`src/wpnr_pkg.sv`:
```
// shared types and constants for the weighted pick block
package wpnr_pkg;

  // default table capacity
  localparam int unsigned MAX_ENTRIES_DEF = 16;

  // field widths
  localparam int unsigned CNT_CFG_W = 5;
  localparam int unsigned SLOT_W    = 4;
  localparam int unsigned ID_W      = 16;
  localparam int unsigned WGT_W     = 8;
  localparam int unsigned RND_W     = 31;

  // weight total width: at most 31 slots of weight 255
  localparam int unsigned TOT_W = 13;

  // table word: id over weight
  localparam int unsigned ENTRY_W = ID_W + WGT_W;

  // item opcodes
  typedef enum logic {
    OP_LOAD   = 1'b0,
    OP_SELECT = 1'b1
  } op_e;

  // one result beat
  typedef struct packed {
    logic              found;
    logic [SLOT_W-1:0] slot;
    logic [ID_W-1:0]   id;
  } res_t;

endpackage

```
`src/wpnr_ram.sv`:
```
// generic single write, single read ram with registered read
module wpnr_ram #(
  parameter int unsigned Width = 8,
  parameter int unsigned Depth = 16,
  localparam int unsigned AddrW = (Depth > 1) ? $clog2(Depth) : 1
) (
  input  logic             clk_i,
  input  logic             we_i,
  input  logic [AddrW-1:0] waddr_i,
  input  logic [Width-1:0] wdata_i,
  input  logic [AddrW-1:0] raddr_i,
  output logic [Width-1:0] rdata_o
);

  logic [Width-1:0] mem_q [Depth];
  logic [Width-1:0] rdata_q;

  // write port and registered read port
  always_ff @(posedge clk_i) begin
    if (we_i) begin
      mem_q[waddr_i] <= wdata_i;
    end
    rdata_q <= mem_q[raddr_i];
  end

  assign rdata_o = rdata_q;

endmodule

```
`src/wpnr_mod.sv`:
```
// serial restoring modulo unit, one quotient bit per cycle
module wpnr_mod import wpnr_pkg::*; (
  input  logic             clk_i,
  input  logic             rst_ni,
  input  logic             start_i,
  input  logic [RND_W-1:0] dividend_i,
  input  logic [TOT_W-1:0] divisor_i,
  output logic             done_o,
  output logic [TOT_W-1:0] rem_o
);

  localparam int unsigned StepW = $clog2(RND_W + 1);

  logic             busy_q, busy_d;
  logic [StepW-1:0] cnt_q, cnt_d;
  logic [RND_W-1:0] div_q, div_d;
  logic [TOT_W-1:0] dvs_q, dvs_d;
  logic [TOT_W-1:0] rem_q, rem_d;
  logic [TOT_W:0]   rem_sh;
  logic [TOT_W:0]   rem_sub;

  // shared compare and subtract step
  assign rem_sh  = {rem_q, div_q[RND_W-1]};
  assign rem_sub = rem_sh - {1'b0, dvs_q};

  always_comb begin
    busy_d = busy_q;
    cnt_d  = cnt_q;
    div_d  = div_q;
    dvs_d  = dvs_q;
    rem_d  = rem_q;
    if (start_i) begin
      busy_d = 1'b1;
      cnt_d  = StepW'(RND_W);
      div_d  = dividend_i;
      dvs_d  = divisor_i;
      rem_d  = '0;
    end else if (busy_q) begin
      if (cnt_q == '0) begin
        busy_d = 1'b0;
      end else begin
        cnt_d = cnt_q - 1'b1;
        div_d = {div_q[RND_W-2:0], 1'b0};
        if (rem_sh >= {1'b0, dvs_q}) begin
          rem_d = rem_sub[TOT_W-1:0];
        end else begin
          rem_d = rem_sh[TOT_W-1:0];
        end
      end
    end
  end

  always_ff @(posedge clk_i or negedge rst_ni) begin
    if (!rst_ni) begin
      busy_q <= 1'b0;
      cnt_q  <= '0;
      div_q  <= '0;
      dvs_q  <= '0;
      rem_q  <= '0;
    end else begin
      busy_q <= busy_d;
      cnt_q  <= cnt_d;
      div_q  <= div_d;
      dvs_q  <= dvs_d;
      rem_q  <= rem_d;
    end
  end

  assign done_o = busy_q && (cnt_q == '0);
  assign rem_o  = rem_q;

endmodule

```
`src/wpnr_seq.sv`:
```
// select sequencer: weight sum pass, modulo, walk pass, slot zero fallback and result hold
module wpnr_seq import wpnr_pkg::*; #(
  parameter int unsigned MaxEntries = MAX_ENTRIES_DEF,
  localparam int unsigned IdxW = (MaxEntries > 1) ? $clog2(MaxEntries) : 1,
  localparam int unsigned CntW = $clog2(MaxEntries + 1)
) (
  input  logic                 clk_i,
  input  logic                 rst_ni,
  input  logic                 start_i,
  input  logic [RND_W-1:0]     random_i,
  input  logic [CNT_CFG_W-1:0] count_i,
  output logic                 idle_o,
  output logic [IdxW-1:0]      rd_addr_o,
  input  logic [ENTRY_W-1:0]   rd_data_i,
  output logic                 mod_start_o,
  output logic [RND_W-1:0]     mod_dividend_o,
  output logic [TOT_W-1:0]     mod_divisor_o,
  input  logic                 mod_done_i,
  input  logic [TOT_W-1:0]     mod_rem_i,
  output logic                 fin_valid_o,
  input  logic                 fin_ready_i,
  output res_t                 fin_res_o
);

  typedef enum logic [6:0] {
    ST_IDLE = 7'b0000001,
    ST_SUM  = 7'b0000010,
    ST_MOD  = 7'b0000100,
    ST_WALK = 7'b0001000,
    ST_ZERO = 7'b0010000,
    ST_ZDAT = 7'b0100000,
    ST_FIN  = 7'b1000000
  } state_e;

  state_e           state_q, state_d;
  logic [CntW-1:0]  n_q, n_d;
  logic [CntW-1:0]  issue_q, issue_d;
  logic             pend_q, pend_d;
  logic [CntW-1:0]  pend_idx_q, pend_idx_d;
  logic [TOT_W-1:0] acc_q, acc_d;
  logic [ID_W-1:0]  last_id_q, last_id_d;
  logic [RND_W-1:0] rnd_q, rnd_d;
  res_t             res_q, res_d;

  logic [CntW-1:0]  n_clamp;
  logic             issue_more;
  logic [ID_W-1:0]  rid;
  logic [TOT_W-1:0] rwgt;
  logic             excl;

  // slots in use, capped at capacity
  assign n_clamp = (32'(count_i) > MaxEntries) ? CntW'(MaxEntries) : CntW'(count_i);

  // table read data of the entry in flight
  assign rid        = rd_data_i[ENTRY_W-1:WGT_W];
  assign rwgt       = TOT_W'(rd_data_i[WGT_W-1:0]);
  assign excl       = (rid == last_id_q);
  assign issue_more = (issue_q < n_q);

  assign rd_addr_o = (state_q == ST_ZERO) ? '0 : issue_q[IdxW-1:0];

  // next state and datapath
  always_comb begin
    state_d     = state_q;
    n_d         = n_q;
    issue_d     = issue_q;
    pend_d      = pend_q;
    pend_idx_d  = pend_idx_q;
    acc_d       = acc_q;
    last_id_d   = last_id_q;
    rnd_d       = rnd_q;
    res_d       = res_q;
    mod_start_o = 1'b0;
    case (state_q)
      ST_IDLE: begin
        if (start_i) begin
          rnd_d   = random_i;
          n_d     = n_clamp;
          issue_d = '0;
          pend_d  = 1'b0;
          acc_d   = '0;
          if (n_clamp == '0) begin
            res_d   = '0;
            state_d = ST_FIN;
          end else begin
            state_d = ST_SUM;
          end
        end
      end
      ST_SUM: begin
        pend_d     = issue_more;
        pend_idx_d = issue_q;
        if (issue_more) begin
          issue_d = issue_q + 1'b1;
        end
        if (pend_q && !excl) begin
          acc_d = acc_q + rwgt;
        end
        if (!issue_more && !pend_q) begin
          if (acc_q == '0) begin
            state_d = ST_ZERO;
          end else begin
            mod_start_o = 1'b1;
            state_d     = ST_MOD;
          end
        end
      end
      ST_MOD: begin
        if (mod_done_i) begin
          acc_d   = mod_rem_i;
          issue_d = '0;
          pend_d  = 1'b0;
          state_d = ST_WALK;
        end
      end
      ST_WALK: begin
        pend_d     = issue_more;
        pend_idx_d = issue_q;
        if (issue_more) begin
          issue_d = issue_q + 1'b1;
        end
        if (pend_q && !excl) begin
          if (rwgt > acc_q) begin
            res_d.found = 1'b1;
            res_d.slot  = SLOT_W'(pend_idx_q);
            res_d.id    = rid;
            last_id_d   = rid;
            state_d     = ST_FIN;
          end else begin
            acc_d = acc_q - rwgt;
          end
        end else if (!issue_more && !pend_q) begin
          state_d = ST_ZERO;
        end
      end
      ST_ZERO: begin
        state_d = ST_ZDAT;
      end
      ST_ZDAT: begin
        res_d.found = 1'b1;
        res_d.slot  = '0;
        res_d.id    = rid;
        last_id_d   = rid;
        state_d     = ST_FIN;
      end
      ST_FIN: begin
        if (fin_ready_i) begin
          state_d = ST_IDLE;
        end
      end
      default: begin
        state_d = ST_IDLE;
      end
    endcase
  end

  always_ff @(posedge clk_i or negedge rst_ni) begin
    if (!rst_ni) begin
      state_q    <= ST_IDLE;
      n_q        <= '0;
      issue_q    <= '0;
      pend_q     <= 1'b0;
      pend_idx_q <= '0;
      acc_q      <= '0;
      last_id_q  <= '0;
    end else begin
      state_q    <= state_d;
      n_q        <= n_d;
      issue_q    <= issue_d;
      pend_q     <= pend_d;
      pend_idx_q <= pend_idx_d;
      acc_q      <= acc_d;
      last_id_q  <= last_id_d;
    end
  end

  // payload registers
  always_ff @(posedge clk_i) begin
    rnd_q <= rnd_d;
    res_q <= res_d;
  end

  assign idle_o         = (state_q == ST_IDLE);
  assign mod_dividend_o = rnd_q;
  assign mod_divisor_o  = acc_q;
  assign fin_valid_o    = (state_q == ST_FIN);
  assign fin_res_o      = res_q;

endmodule

```
`src/weighted_pick_no_repeat.sv`:
```
// top level of the weighted pick without repeat block
//
//   channel  | direction | handshake               | beat
//   ---------+-----------+-------------------------+-------------------------------
//   in       | sink      | in_valid_i / in_stall_o | opcode, slot, id, weight, random
//   out      | source    | out_valid_o / out_stall_i | found, chosen_slot, chosen_id
//   cfg      | sink      | cfg_valid_i / cfg_ready_o | entry_count
//
// a load beat writes the table; the block is ready again next cycle.
// a select beat stalls the input until the sequencer is idle again: a sum pass over the n
// slots in use and a walk pass over up to n slots, both through the one registered
// read port, the serial modulo unit between them, and a result state. an empty table
// goes straight to the result state.
// reset clears the entry count and last id. a stalled result waits in the output
// register; one more select can finish behind it, then the input stalls.
module weighted_pick_no_repeat import wpnr_pkg::*; #(
  parameter int unsigned MaxEntries = MAX_ENTRIES_DEF
) (
  input  logic                 clk_i,
  input  logic                 rst_ni,
  input  logic                 in_valid_i,
  output logic                 in_stall_o,
  input  logic                 opcode_i,
  input  logic [SLOT_W-1:0]    slot_i,
  input  logic [ID_W-1:0]      entry_id_i,
  input  logic [WGT_W-1:0]     entry_weight_i,
  input  logic [RND_W-1:0]     random_value_i,
  output logic                 out_valid_o,
  input  logic                 out_stall_i,
  output logic                 found_o,
  output logic [SLOT_W-1:0]    chosen_slot_o,
  output logic [ID_W-1:0]      chosen_id_o,
  input  logic                 cfg_valid_i,
  output logic                 cfg_ready_o,
  input  logic [CNT_CFG_W-1:0] cfg_data_i
);

  localparam int unsigned IdxW = (MaxEntries > 1) ? $clog2(MaxEntries) : 1;

  logic [CNT_CFG_W-1:0] count_q;
  logic                 in_accept;
  logic                 sel_start;
  logic                 ram_we;
  logic [IdxW-1:0]      rd_addr;
  logic [ENTRY_W-1:0]   rd_data;
  logic                 seq_idle;
  logic                 mod_start;
  logic [RND_W-1:0]     mod_dividend;
  logic [TOT_W-1:0]     mod_divisor;
  logic                 mod_done;
  logic [TOT_W-1:0]     mod_rem;
  logic                 fin_valid;
  logic                 out_free;
  res_t                 fin_res;
  logic                 out_valid_q, out_valid_d;
  res_t                 out_res_q;

  // configuration register
  assign cfg_ready_o = 1'b1;

  always_ff @(posedge clk_i or negedge rst_ni) begin
    if (!rst_ni) begin
      count_q <= '0;
    end else if (cfg_valid_i && cfg_ready_o) begin
      count_q <= cfg_data_i;
    end
  end

  // input beat decode
  assign in_stall_o = !seq_idle;
  assign in_accept  = in_valid_i && !in_stall_o;
  assign sel_start  = in_accept && (opcode_i == OP_SELECT);
  assign ram_we     = in_accept && (opcode_i == OP_LOAD) && (32'(slot_i) < MaxEntries);

  // entry table
  wpnr_ram #(
    .Width (ENTRY_W),
    .Depth (MaxEntries)
  ) u_table (
    .clk_i   (clk_i),
    .we_i    (ram_we),
    .waddr_i (IdxW'(slot_i)),
    .wdata_i ({entry_id_i, entry_weight_i}),
    .raddr_i (rd_addr),
    .rdata_o (rd_data)
  );

  // serial modulo unit
  wpnr_mod u_mod (
    .clk_i      (clk_i),
    .rst_ni     (rst_ni),
    .start_i    (mod_start),
    .dividend_i (mod_dividend),
    .divisor_i  (mod_divisor),
    .done_o     (mod_done),
    .rem_o      (mod_rem)
  );

  // select sequencer
  wpnr_seq #(
    .MaxEntries (MaxEntries)
  ) u_seq (
    .clk_i          (clk_i),
    .rst_ni         (rst_ni),
    .start_i        (sel_start),
    .random_i       (random_value_i),
    .count_i        (count_q),
    .idle_o         (seq_idle),
    .rd_addr_o      (rd_addr),
    .rd_data_i      (rd_data),
    .mod_start_o    (mod_start),
    .mod_dividend_o (mod_dividend),
    .mod_divisor_o  (mod_divisor),
    .mod_done_i     (mod_done),
    .mod_rem_i      (mod_rem),
    .fin_valid_o    (fin_valid),
    .fin_ready_i    (out_free),
    .fin_res_o      (fin_res)
  );

  // output register
  assign out_free = !out_valid_q || !out_stall_i;

  always_comb begin
    out_valid_d = out_valid_q;
    if (fin_valid && out_free) begin
      out_valid_d = 1'b1;
    end else if (out_valid_q && !out_stall_i) begin
      out_valid_d = 1'b0;
    end
  end

  always_ff @(posedge clk_i or negedge rst_ni) begin
    if (!rst_ni) begin
      out_valid_q <= 1'b0;
    end else begin
      out_valid_q <= out_valid_d;
    end
  end

  always_ff @(posedge clk_i) begin
    if (fin_valid && out_free) begin
      out_res_q <= fin_res;
    end
  end

  assign out_valid_o   = out_valid_q;
  assign found_o       = out_res_q.found;
  assign chosen_slot_o = out_res_q.slot;
  assign chosen_id_o   = out_res_q.id;

`ifndef ASSERT_OFF
  // a select beat keeps the block busy on the next cycle
  a_select_busy: assert property (@(posedge clk_i) disable iff (!rst_ni)
    in_accept && (opcode_i == OP_SELECT) |=> in_stall_o)
    else $error("select beat did not start the sequencer");

  // a load beat leaves the block ready on the next cycle
  a_load_ready: assert property (@(posedge clk_i) disable iff (!rst_ni)
    in_accept && (opcode_i == OP_LOAD) |=> !in_stall_o)
    else $error("load beat stalled the input");

  // an empty-table answer carries zero slot and id
  a_empty_zero: assert property (@(posedge clk_i) disable iff (!rst_ni)
    out_valid_o && !found_o |-> (chosen_slot_o == '0) && (chosen_id_o == '0))
    else $error("empty-table result with nonzero fields");
`endif

endmodule

```
`config.mk`:
```
export PLATFORM = sky130hd
export DESIGN_NAME = weighted_pick_no_repeat
export DESIGN_NICKNAME = d
export VERILOG_FILES = /design/src/wpnr_pkg.sv /design/src/wpnr_ram.sv /design/src/wpnr_mod.sv /design/src/wpnr_seq.sv /design/src/weighted_pick_no_repeat.sv
export SDC_FILE = /design/constraint.sdc
export NUM_CORES = 1
export LEC_CHECK = 0
export BUFFER_PORTS_ARGS = -buffer_cell sky130_fd_sc_hd__buf_4
export CAP_MARGIN = 20
export CORE_ASPECT_RATIO = 0.75
export CORE_MARGIN = 4
export CORE_UTILIZATION = 35
export CTS_CLUSTER_DIAMETER = 60
export DETAILED_ROUTE_END_ITERATION = 16
export PLACE_DENSITY = 0.51
export SETUP_SLACK_MARGIN = 0.02
export SYNTH_ARGS = -nofsm -noshare
export SYNTH_HDL_FRONTEND = slang
export SYNTH_SLANG_ARGS = --single-unit
```
`constraint.sdc`:
```
create_clock -name clk_i -period 4.8 [get_ports clk_i]
set_clock_uncertainty 0.05 [all_clocks]
set_input_delay 0 -clock clk_i [delete_from_list [all_inputs] [get_ports clk_i]]
set_output_delay 0 -clock clk_i [all_outputs]
set_load 0.02 [all_outputs]
```
== Word level (Yosys, flattened, before mapping) ==
Memory sizes are Yosys's and may differ from the RTL's. A register that Yosys moved wholly into a read port is not among the register bits.
Cells that the tools add are included.

* Memories: 1
* Memory bits (writable): 384
* Register bits after elaboration: 193
* Word-level logic and storage cells: 139
* Input bits: 70

* Order comparisons: 4
* Equality and inequality tests: 21
* Multiplexer cells: 53
* Reduce and logical (&&, ||, !) cells: 33
* Add/subtract/negate cells: 5
* Bitwise operators: 1

{| class="wikitable"
|+ Memory list
! memory !! depth !! width !! read ports !! clocked after Yosys merged registers in !! wr ports !! line !! source
|-
| u_table.mem_q || 16 || 24 || 1 || 1 || 1 || wpnr_ram.sv:15 || <nowiki>logic [Width-1:0] mem_q [Depth];</nowiki>
|}

{| class="wikitable"
|+ Operators with widths
! operator !! number
|-
| $mux W13 || 9
|-
| $mux W31 || 3
|-
| $mux W21 || 4
|-
| $pmux W21 S3 || 1
|-
| $mux W7 || 8
|-
| $pmux W13 S4 || 1
|-
| $pmux W7 S7 || 1
|-
| $mux W5 || 8
|-
| $mux W16 || 2
|-
| $pmux W16 S2 || 1
|-
| $eq A16 B16 Y1 || 1
|-
| $pmux W5 S3 || 1
|-
| $ge A14 B13 Y1 || 1
|-
| $ne A2 B1 Y1 const B || 7
|-
| $add A13 B8 Y13 || 1
|-
| $gt A8 B13 Y1 || 1
|-
| $logic_not A13 Y1 || 1
|-
| $sub A13 B13 Y13 || 1
|-
| $sub A13 B8 Y13 || 1
|-
| $mux W1 || 12
|-
| $reduce_and A6 Y1 || 2
|-
| $logic_not A5 Y1 || 2
|-
| $logic_and A1 B1 Y1 || 8
|-
| $ne A2 B2 Y1 const B || 4
|-
| other kinds (26) || 36
|}

== Logic depth before layout (Yosys ltp) ==
Gate-level depths: netlist of run 1.

* Depth after elaboration: 7
* Depth in mapped cells: 11

== Cells and area by module ==
A second synthesis of run 1 with hierarchy kept.

* Cell total of the unflattened synthesis: 1,539
* Area, all modules: 24,878.9 um^2

{| class="wikitable"
|+ By module, submodules not included
! module !! times used !! area an instance (um^2) !! cells each
|-
| wpnr_ram || 1 || 14,930.6 || 636
|-
| wpnr_seq || 1 || 5,370.2 || 471
|-
| wpnr_mod || 1 || 3,692.3 || 392
|-
| weighted_pick_no_repeat || 1 || 885.8 || 40
|}

== Worst setup path before layout of run 1 ==
No wires, ideal clock.

* Kind: reg2reg
* Start: register u_seq.state_q[1]
* End: memory u_table.mem_q[0][0] in the netlist's numbering (enable)
* Data arrival time: 3.844 ns
* Stages on the path, launching flop included: 8
* Setup slack: 0.471 ns
* Clock period less this slack: 4.329 ns
* Buffers on the path: 0
* Library setup time: 0.435 ns
* Cells stage by stage: dfrtp_1 or4_1 nor4_1 inv_1 nor3b_1 nor2b_1 nand2b_1 nor3_1

* Word-level cells in the longest chain between the ends: 5

{| class="wikitable"
|+ Ends and longest elaborated chain
! element !! line !! source
|-
| from (decl) || wpnr_seq.sv:35 || <nowiki>state_e state_q, state_d;</nowiki>
|-
| from (signal assigned) || wpnr_seq.sv:167 || <nowiki>state_q <= state_d;</nowiki>
|-
| $eq A7 B1 Y1 || wpnr_seq.sv:183 || <nowiki>assign idle_o = (state_q == ST_IDLE);</nowiki>
|-
| $logic_and A1 B1 Y1 || weighted_pick_no_repeat.sv:71 || <nowiki>assign in_accept = in_valid_i && !in_stall_o;</nowiki>
|-
| $logic_and A1 B1 Y1 || weighted_pick_no_repeat.sv:73 || <nowiki>assign ram_we = in_accept && (opcode_i == OP_LOAD) && (32'(slot_i) < MaxEntries);</nowiki>
|-
| $mux W1 || wpnr_ram.sv:20 || <nowiki>if (we_i) begin</nowiki>
|-
| $mux W1 (not written as such) || wpnr_ram.sv:21 || <nowiki>mem_q[waddr_i] <= wdata_i;</nowiki>
|-
| to (decl) || wpnr_ram.sv:15 ||
|}

No other way between the ends.

== Worst setup path in the final report of run 1 ==
* Start: register u_seq.state_q[1]
* End: memory u_table.mem_q[8][6] in the netlist's numbering (enable)

The elaborated chain is that of the path after synthesis.

==> flow_summary.toml, run 1 <==
[status]
outcome = "completed"

[setup_path]
worstPathRequired_ns = 5.05
cp_slowest_cell = "or4_1"
max_stage_delay_ns = 0.58
startpoint_type = "flip-flop"
crit_path_end_kind = "flip-flop"
r2r_start = "u_seq.state_q[1]"
crit_fanout = 24
worstPathCellList = "or4_1 > nor4_1 > inv_1 > nor3b_1 > nor2b_1 > nand2_1 > nor3_2 > dlygate4sd3_1 > buf_4"
reg2reg_to = "u_table.mem_q[8][6]"
critPathKind = "reg2reg"
regToRegSetupSlack_ns = 0.65
worstPathArrival_ns = 4.39
reg2regPathDepth = 9

[route]
drt_iter0_markers = 1744
remaining_drc_errors = 0
wl_per_cell_um = 22.87
ant_nets = 0
vias = 16490
wl_um = 71170
first_pass_iters = 5
avgViaCountPerCell = 5.298

[layout]
fillers = 6661
layout_commonest_cell = "edfxtp_1"
num-nets-final = 2212
diodes = 0
layout.cells.non_filler = 3112
fin_util_pct = 42.05
area_delta_synth_final_pct = 19.11
layout_common_cells = "edfxtp_1, nand2_1, buf_4, nor2_1, dfrtp_1"
drive_gt1_share_pct = 15.59

[synthesis]
avgSynthCellArea_um2 = 13.15
yosysUniqueCellTypes = 76
synth_nets = 2034
synth_fa_ha_area_share_pct = 2.017
synthSimpleGateAreaFrac_pct = 10.83
yosys.area.top_type = "edfxtp_1"
async_flop_share_pct = 19.97
synth_compound_area_share_pct = 9.922
synthTopCellsByArea = "edfxtp_1, dfrtp_1, nand2_1"
synthXorXnorAreaFrac_pct = 1.211
ys_seq_area_share_pct = 67.99
synth-edff-count = 457
ys_seq_elements = 601
synth_top_family_by_area = "simple AND/OR/NAND/NOR gates"
synthMuxAreaShare_pct = 5.428
synth_flop_cell = "edfxtp_1"
syn_inst = 1925
synth_warnings = 0
synth.cell_area_um2 = 25310
synth_top_area_share_pct = 54.22

[clock_tree]
cts_tree = "built"
numCtsBuffers = 60
clk_latency_ns = 0.66
clk_pin_slew_ns = 0.06
cts_max_level = 2
cts_root_buf = "clkbuf_16"
max-clock-path-buffers = 3
cts_resized = 0
clock_sinks = 601

[placement]
numPortBuffers = 92
dp_hpwl_um = 45820
dp_cells = 2905
gp_congestion = 0.8865

[sta]
setup-violations-final = 0
slew_headroom_pct = 24.63
maxSlewViolCount = 0
rsz0062_at_grt = "no"
hold-worst-slack_ns = 0.04224
period_minus_slack_ns = 4.148
tightest_slew_ns = 1.123
fmax_mhz = 241.1
setup_tns_ns = 0
post-route-period-util_pct = 86.42
finalHoldViolCount = 0

[floorplanning]
die_area_um2 = 76720
initial_core_util_pct = 35.31
fp.dieH_um = 240.9
die_w_um = 318.5
core_area_um2 = 71680
ios = 94
placementRows = 85

[grt]
antenna_found_initial = 1
track_usage_pct = 18.22
grt_max_degree = 130
first_global_vias = 15840
overflow = 0
grt_pass1_wl_um = 104600

[power]
vdd_ir_drop_max_v = 0.0003233
power.total_w = 0.01561
p_leak_nw = 10.77
power_density_nw_per_um2 = 517.9

[hold_path]
hold_end = "u_seq.mod_dividend_o[23]"
hold_depth = 2
hold_start = "random_value_i[23]"
hold_class = "in2reg"

[run]
cap_viol_max_count = 0
==> flip-flops by register name, summed over array words and instances (netlist names), 4 cells and up <==
signal                cells
chosen_slot_o             4
u_mod.dvs_q              13
u_mod.cnt_q               5
u_seq.last_id_q          16
u_seq.mod_divisor_o      13
u_mod.div_q              31
u_table.rdata_o          24
u_seq.pend_idx_q          4
u_seq.n_q                 5
count_q                   5
u_seq.fin_res_o          21
u_seq.state_q             7
chosen_id_o              16
u_seq.mod_dividend_o     31
u_mod.rem_o              13
u_table.mem_q           384
u_seq.issue_q             5
==> report_power, final <==
part,total [W],switching (W),internal (W),leakage [nW]
logic,0.00425,0.00254,0.00170,3.97
registers,0.00659,0.000458,0.00613,5.84
clock network,0.00477,0.00209,0.00268,0.963
total,0.0156,0.00509,0.0105,10.8
==> what timing repair did <==
| item | in CTS | in global routing |
|---|---|---|
| hold endpoints to repair | 615 | 0 |
| buffers inserted | 0 | 0 |
| hold buffers | 93 | 0 |
==> worst max path at each step <==
stage,from,to,slack (ns),depth (start not counted)
after floorplan,u_seq.state_q[1],u_table.mem_q[0][0],0.47,7
after global placement,u_seq.state_q[1],u_table.mem_q[0][21],1.13,8
after detailed placement,u_seq.state_q[1],u_table.mem_q[0][21],1.11,8
after CTS,u_seq.state_q[1],u_table.mem_q[8][6],0.64,9
after global routing,u_seq.state_q[1],u_table.mem_q[8][6],0.47,9
final,u_seq.state_q[1],u_table.mem_q[8][6],0.65,9
==> synth_stat cells (9+ instances only) <==
| library cell | number |
|---|---|
| a211oi_1 | 24 |
| a21o_1 | 12 |
| a21oi_1 | 56 |
| a311oi_1 | 25 |
| a31oi_1 | 35 |
| a32oi_1 | 25 |
| a41o_1 | 24 |
| buf_1 | 12 |
| buf_2 | 13 |
| clkbuf_1 | 84 |
| dfrtp_1 | 119 |
| dfxtp_1 | 24 |
| edfxtp_1 | 457 |
| ha_1 | 36 |
| inv_1 | 42 |
| mux2_2 | 50 |
| mux2i_1 | 81 |
| nand2_1 | 292 |
| nand2b_1 | 12 |
| nand3_1 | 65 |
| nand4_1 | 10 |
| nor2_1 | 140 |
| nor2b_1 | 26 |
| nor3_1 | 18 |
| o21ai_0 | 52 |
| o221ai_1 | 18 |
| xnor2_1 | 26 |
| xor2_1 | 9 |
==> per-stage QoR <==
step	setup WS [ns]	instance area (µm²)
after global routing	0.4710	30140
after CTS	0.6368	30140
after detailed placement	1.106	27180
after floorplan	0.4709	25310
after global placement	1.129	27180
final	0.6519	30140
==> critical path, delay by kind of cell, from the launching register on <==
kind	cells	cell delay, ns
buf+inv	3	1.12
flops	1	0.43
simple gates	6	2.19
==> cell families after synthesis <==
| logic type | after synthesis |
|---|---|
| adder cells (fa/ha/maj) | 39 |
| buffers and inverters | 159 |
| flip-flops | 601 |
| multiplexers | 131 |
| AO/OA/AOI/OAI | 341 |
| XOR/XNOR | 35 |
| AND/OR/NAND/NOR | 618 |
| other | 1 |
==> layout make-up <==
type                            instances  area (µm²)  share of cell area, %
Multi-Input combinational cell       1165        7542                  25.02
Timing Repair Buffer                  232        2017                  6.691
Inverter                               43       161.4                 0.5354
Sequential cell                       601       17210                  57.10
Clock buffer                           70        1560                  5.176
Clock inverter                         44       452.9                  1.503
Tap cell                              957        1197                  3.972
==> layer usage <==
layer,global-route usage (%),up-vias,wire [µm]
met5,0,-,13
met4,4.214,2,1343
met3,4.066,87,5526
met2,25.71,528,29430
met1,28.47,8328,34850
li1,-,7542,-
Note: power is estimated with default switching activity, not from simulation.
==> inputs of run 2 (changes only) <==
Settings changed: CORE_ASPECT_RATIO 0.75 to 2, CTS_CLUSTER_SIZE set to 10.
Clock period 4.8 ns to 4.3 ns, I/O delays scaled along.
==> flow_summary.toml, run 2 (synthesis gave the netlist of run 1 again) <==
[sta]
post-route-period-util_pct = 93.50
finalHoldViolCount = 0
setup-violations-final = 0
setup_tns_ns = 0
fin_ws_ns = 0.2795
maxSlewViolCount = 0
period_minus_slack_ns = 4.020
fmax_mhz = 248.7
tightest_slew_ns = 1.080
slew_headroom_pct = 27.76
rsz0062_at_grt = "no"
hold-worst-slack_ns = 0.05607

[grt]
track_usage_pct = 16.50
first_global_vias = 16790
grt_max_degree = 60
grt_pass1_wl_um = 98120
antenna_found_initial = 0
overflow = 0

[floorplanning]
die_area_um2 = 76930
initial_core_util_pct = 35.23
ios = 94
die_w_um = 198.1
placementRows = 139
fp.dieH_um = 388.3
core_area_um2 = 71830

[setup_path]
crit_fanout = 24
worstPathRequired_ns = 4.52
startpoint_type = "flip-flop"
crit_path_end_kind = "flip-flop"
critPathKind = "reg2reg"
reg2regPathDepth = 9
worstPathArrival_ns = 4.24

[power]
power_density_nw_per_um2 = 577.2
clockPowerShare_pct = 30.8
p_switching_w = 0.005477
p_leak_nw = 10.73
p_seq_share_pct = 42.5
p_sw_share_pct = 31.65
power.internal_w = 0.01183
pwr-share-comb_pct = 26.7
vdd_ir_drop_max_v = 0.0002711

[placement]
pre_cts_slack_ns = 0.6520
dp_cells = 2869
gp_congestion = 0.8377
dp_hpwl_um = 42210
placed_area_um2 = 27180
numPortBuffers = 92

[route]
avgViaCountPerCell = 5.244
ant_nets = 0
wl_um = 64250
remaining_drc_errors = 0
drt_iter0_markers = 1093
vias = 16040
wl_per_cell_um = 21.00
first_pass_iters = 5

[layout]
layout_common_cells = "edfxtp_1, nand2_1, buf_4, nor2_1, dfrtp_1"
num-nets-final = 2211
layout_commonest_cell = "edfxtp_1"
fin_area_um2 = 29980
area_delta_synth_final_pct = 18.47
largest-register = "u_table.mem_q"
drive_gt1_share_pct = 15.17
fillers = 6596
largest_reg_flops = 384
diodes = 0
layout.cells.non_filler = 3059

[hold_path]
hold_class = "in2reg"
hold_depth = 2

[clock_tree]
clk_pin_slew_ns = 0.06
postCtsSetupBuffers = 0
max-clock-path-buffers = 3
clock_sinks = 601
cts_max_level = 3
cts_tree = "built"
numCtsBuffers = 70
clk_latency_ns = 0.62
cts_root_buf = "clkbuf_16"

[status]
outcome = "completed"

[run]
cap_viol_max_count = 0
run 2: changes by cell type in the layout (fill, tap and decap cells not counted), moves of 2 or more:
cell / previous run / this run
buf_4: 137 / 142
bufinv_16: 6 / 0
clkbuf_1: 9 / 35
clkbuf_16: 61 / 70
clkinv_1: 9 / 0
clkinv_2: 13 / 0
clkinvlp_4: 8 / 0
dlygate4sd3_1: 92 / 75
nor3_2: 4 / 2
nor3_4: 0 / 2
run 2: routing by layer:
metal	track usage [%]	vias to the layer above	part of all wire [%]	wire length, µm
met4	7.117	0	3.8	2430
li1	-	7531	-	-
met2	30.84	387	54	34610
met1	18.19	7986	38	24670
met5	0	-	0	0
met3	2.610	136	4.0	2539
run 2: final timing paths:
path	startpoint	end	slack [ns]
worst max-delay path	u_seq.state_q[1]	u_table.mem_q[8][10]	0.28
worst min-delay path	random_value_i[18]	u_seq.mod_dividend_o[18]	0.06
worst max register to register	u_seq.state_q[1]	u_table.mem_q[8][10]	0.28
worst min register to register	u_seq.fin_res_o[1]	chosen_id_o[1]	0.36
max in group asynchronous	rst_ni	u_seq.issue_q[0]	3.20
min in group asynchronous	rst_ni	u_seq.state_q[0]	0.47
run 2: layout make-up:
class	instances	area, µm²	area share [%]
Tap cell	916	1146	3.823
Sequential cell	601	17210	57.41
Timing Repair Buffer	221	1896	6.323
Clock buffer	106	1897	6.327
Multi-Input combinational cell	1165	7560	25.21
Inverter	43	161.4	0.5384
Clock inverter	7	108.9	0.3631
run 2: what timing repair did:
item	4_1_cts	5_1_grt
hold buffers	76	0
endpoints found under the setup margin	0	24
hold endpoints to repair	528	0
gates resized for setup	0	1
run 2: power by group through the flow:
| stage | registers, W | logic, W | clock network, W |
|---|---|---|---|
| after floorplan | 0.00724 | 0.00335 | 0 |
| final | 0.00736 | 0.00461 | 0.00533 |
| after global placement | 0.00747 | 0.00446 | 0 |
| after CTS | 0.00736 | 0.00464 | 0.00551 |
| after global routing | 0.00743 | 0.00511 | 0.00573 |
| after detailed placement | 0.00748 | 0.00453 | 0 |
run 2: worst max-delay path, stage by stage (launching register included):
cell,delay [ns]
dfrtp_1,0.43
or4_1,0.57
nor4_1,0.48
inv_1,0.25
nor3b_2,0.37
nor2b_1,0.23
nand2_1,0.20
nor3_4,0.15
dlygate4sd3_1,0.57
buf_4,0.36
run 2: metrics by stage:
stage | util (%) | total power (W)
6_report | 41.74 | 0.01730
5_1_grt | 41.74 | 0.01827
4_1_cts | 41.72 | 0.01751
3_5_place_dp | 37.84 | 0.01201
3_3_place_gp | 37.84 | 0.01193
2_1_floorplan | - | 0.01058
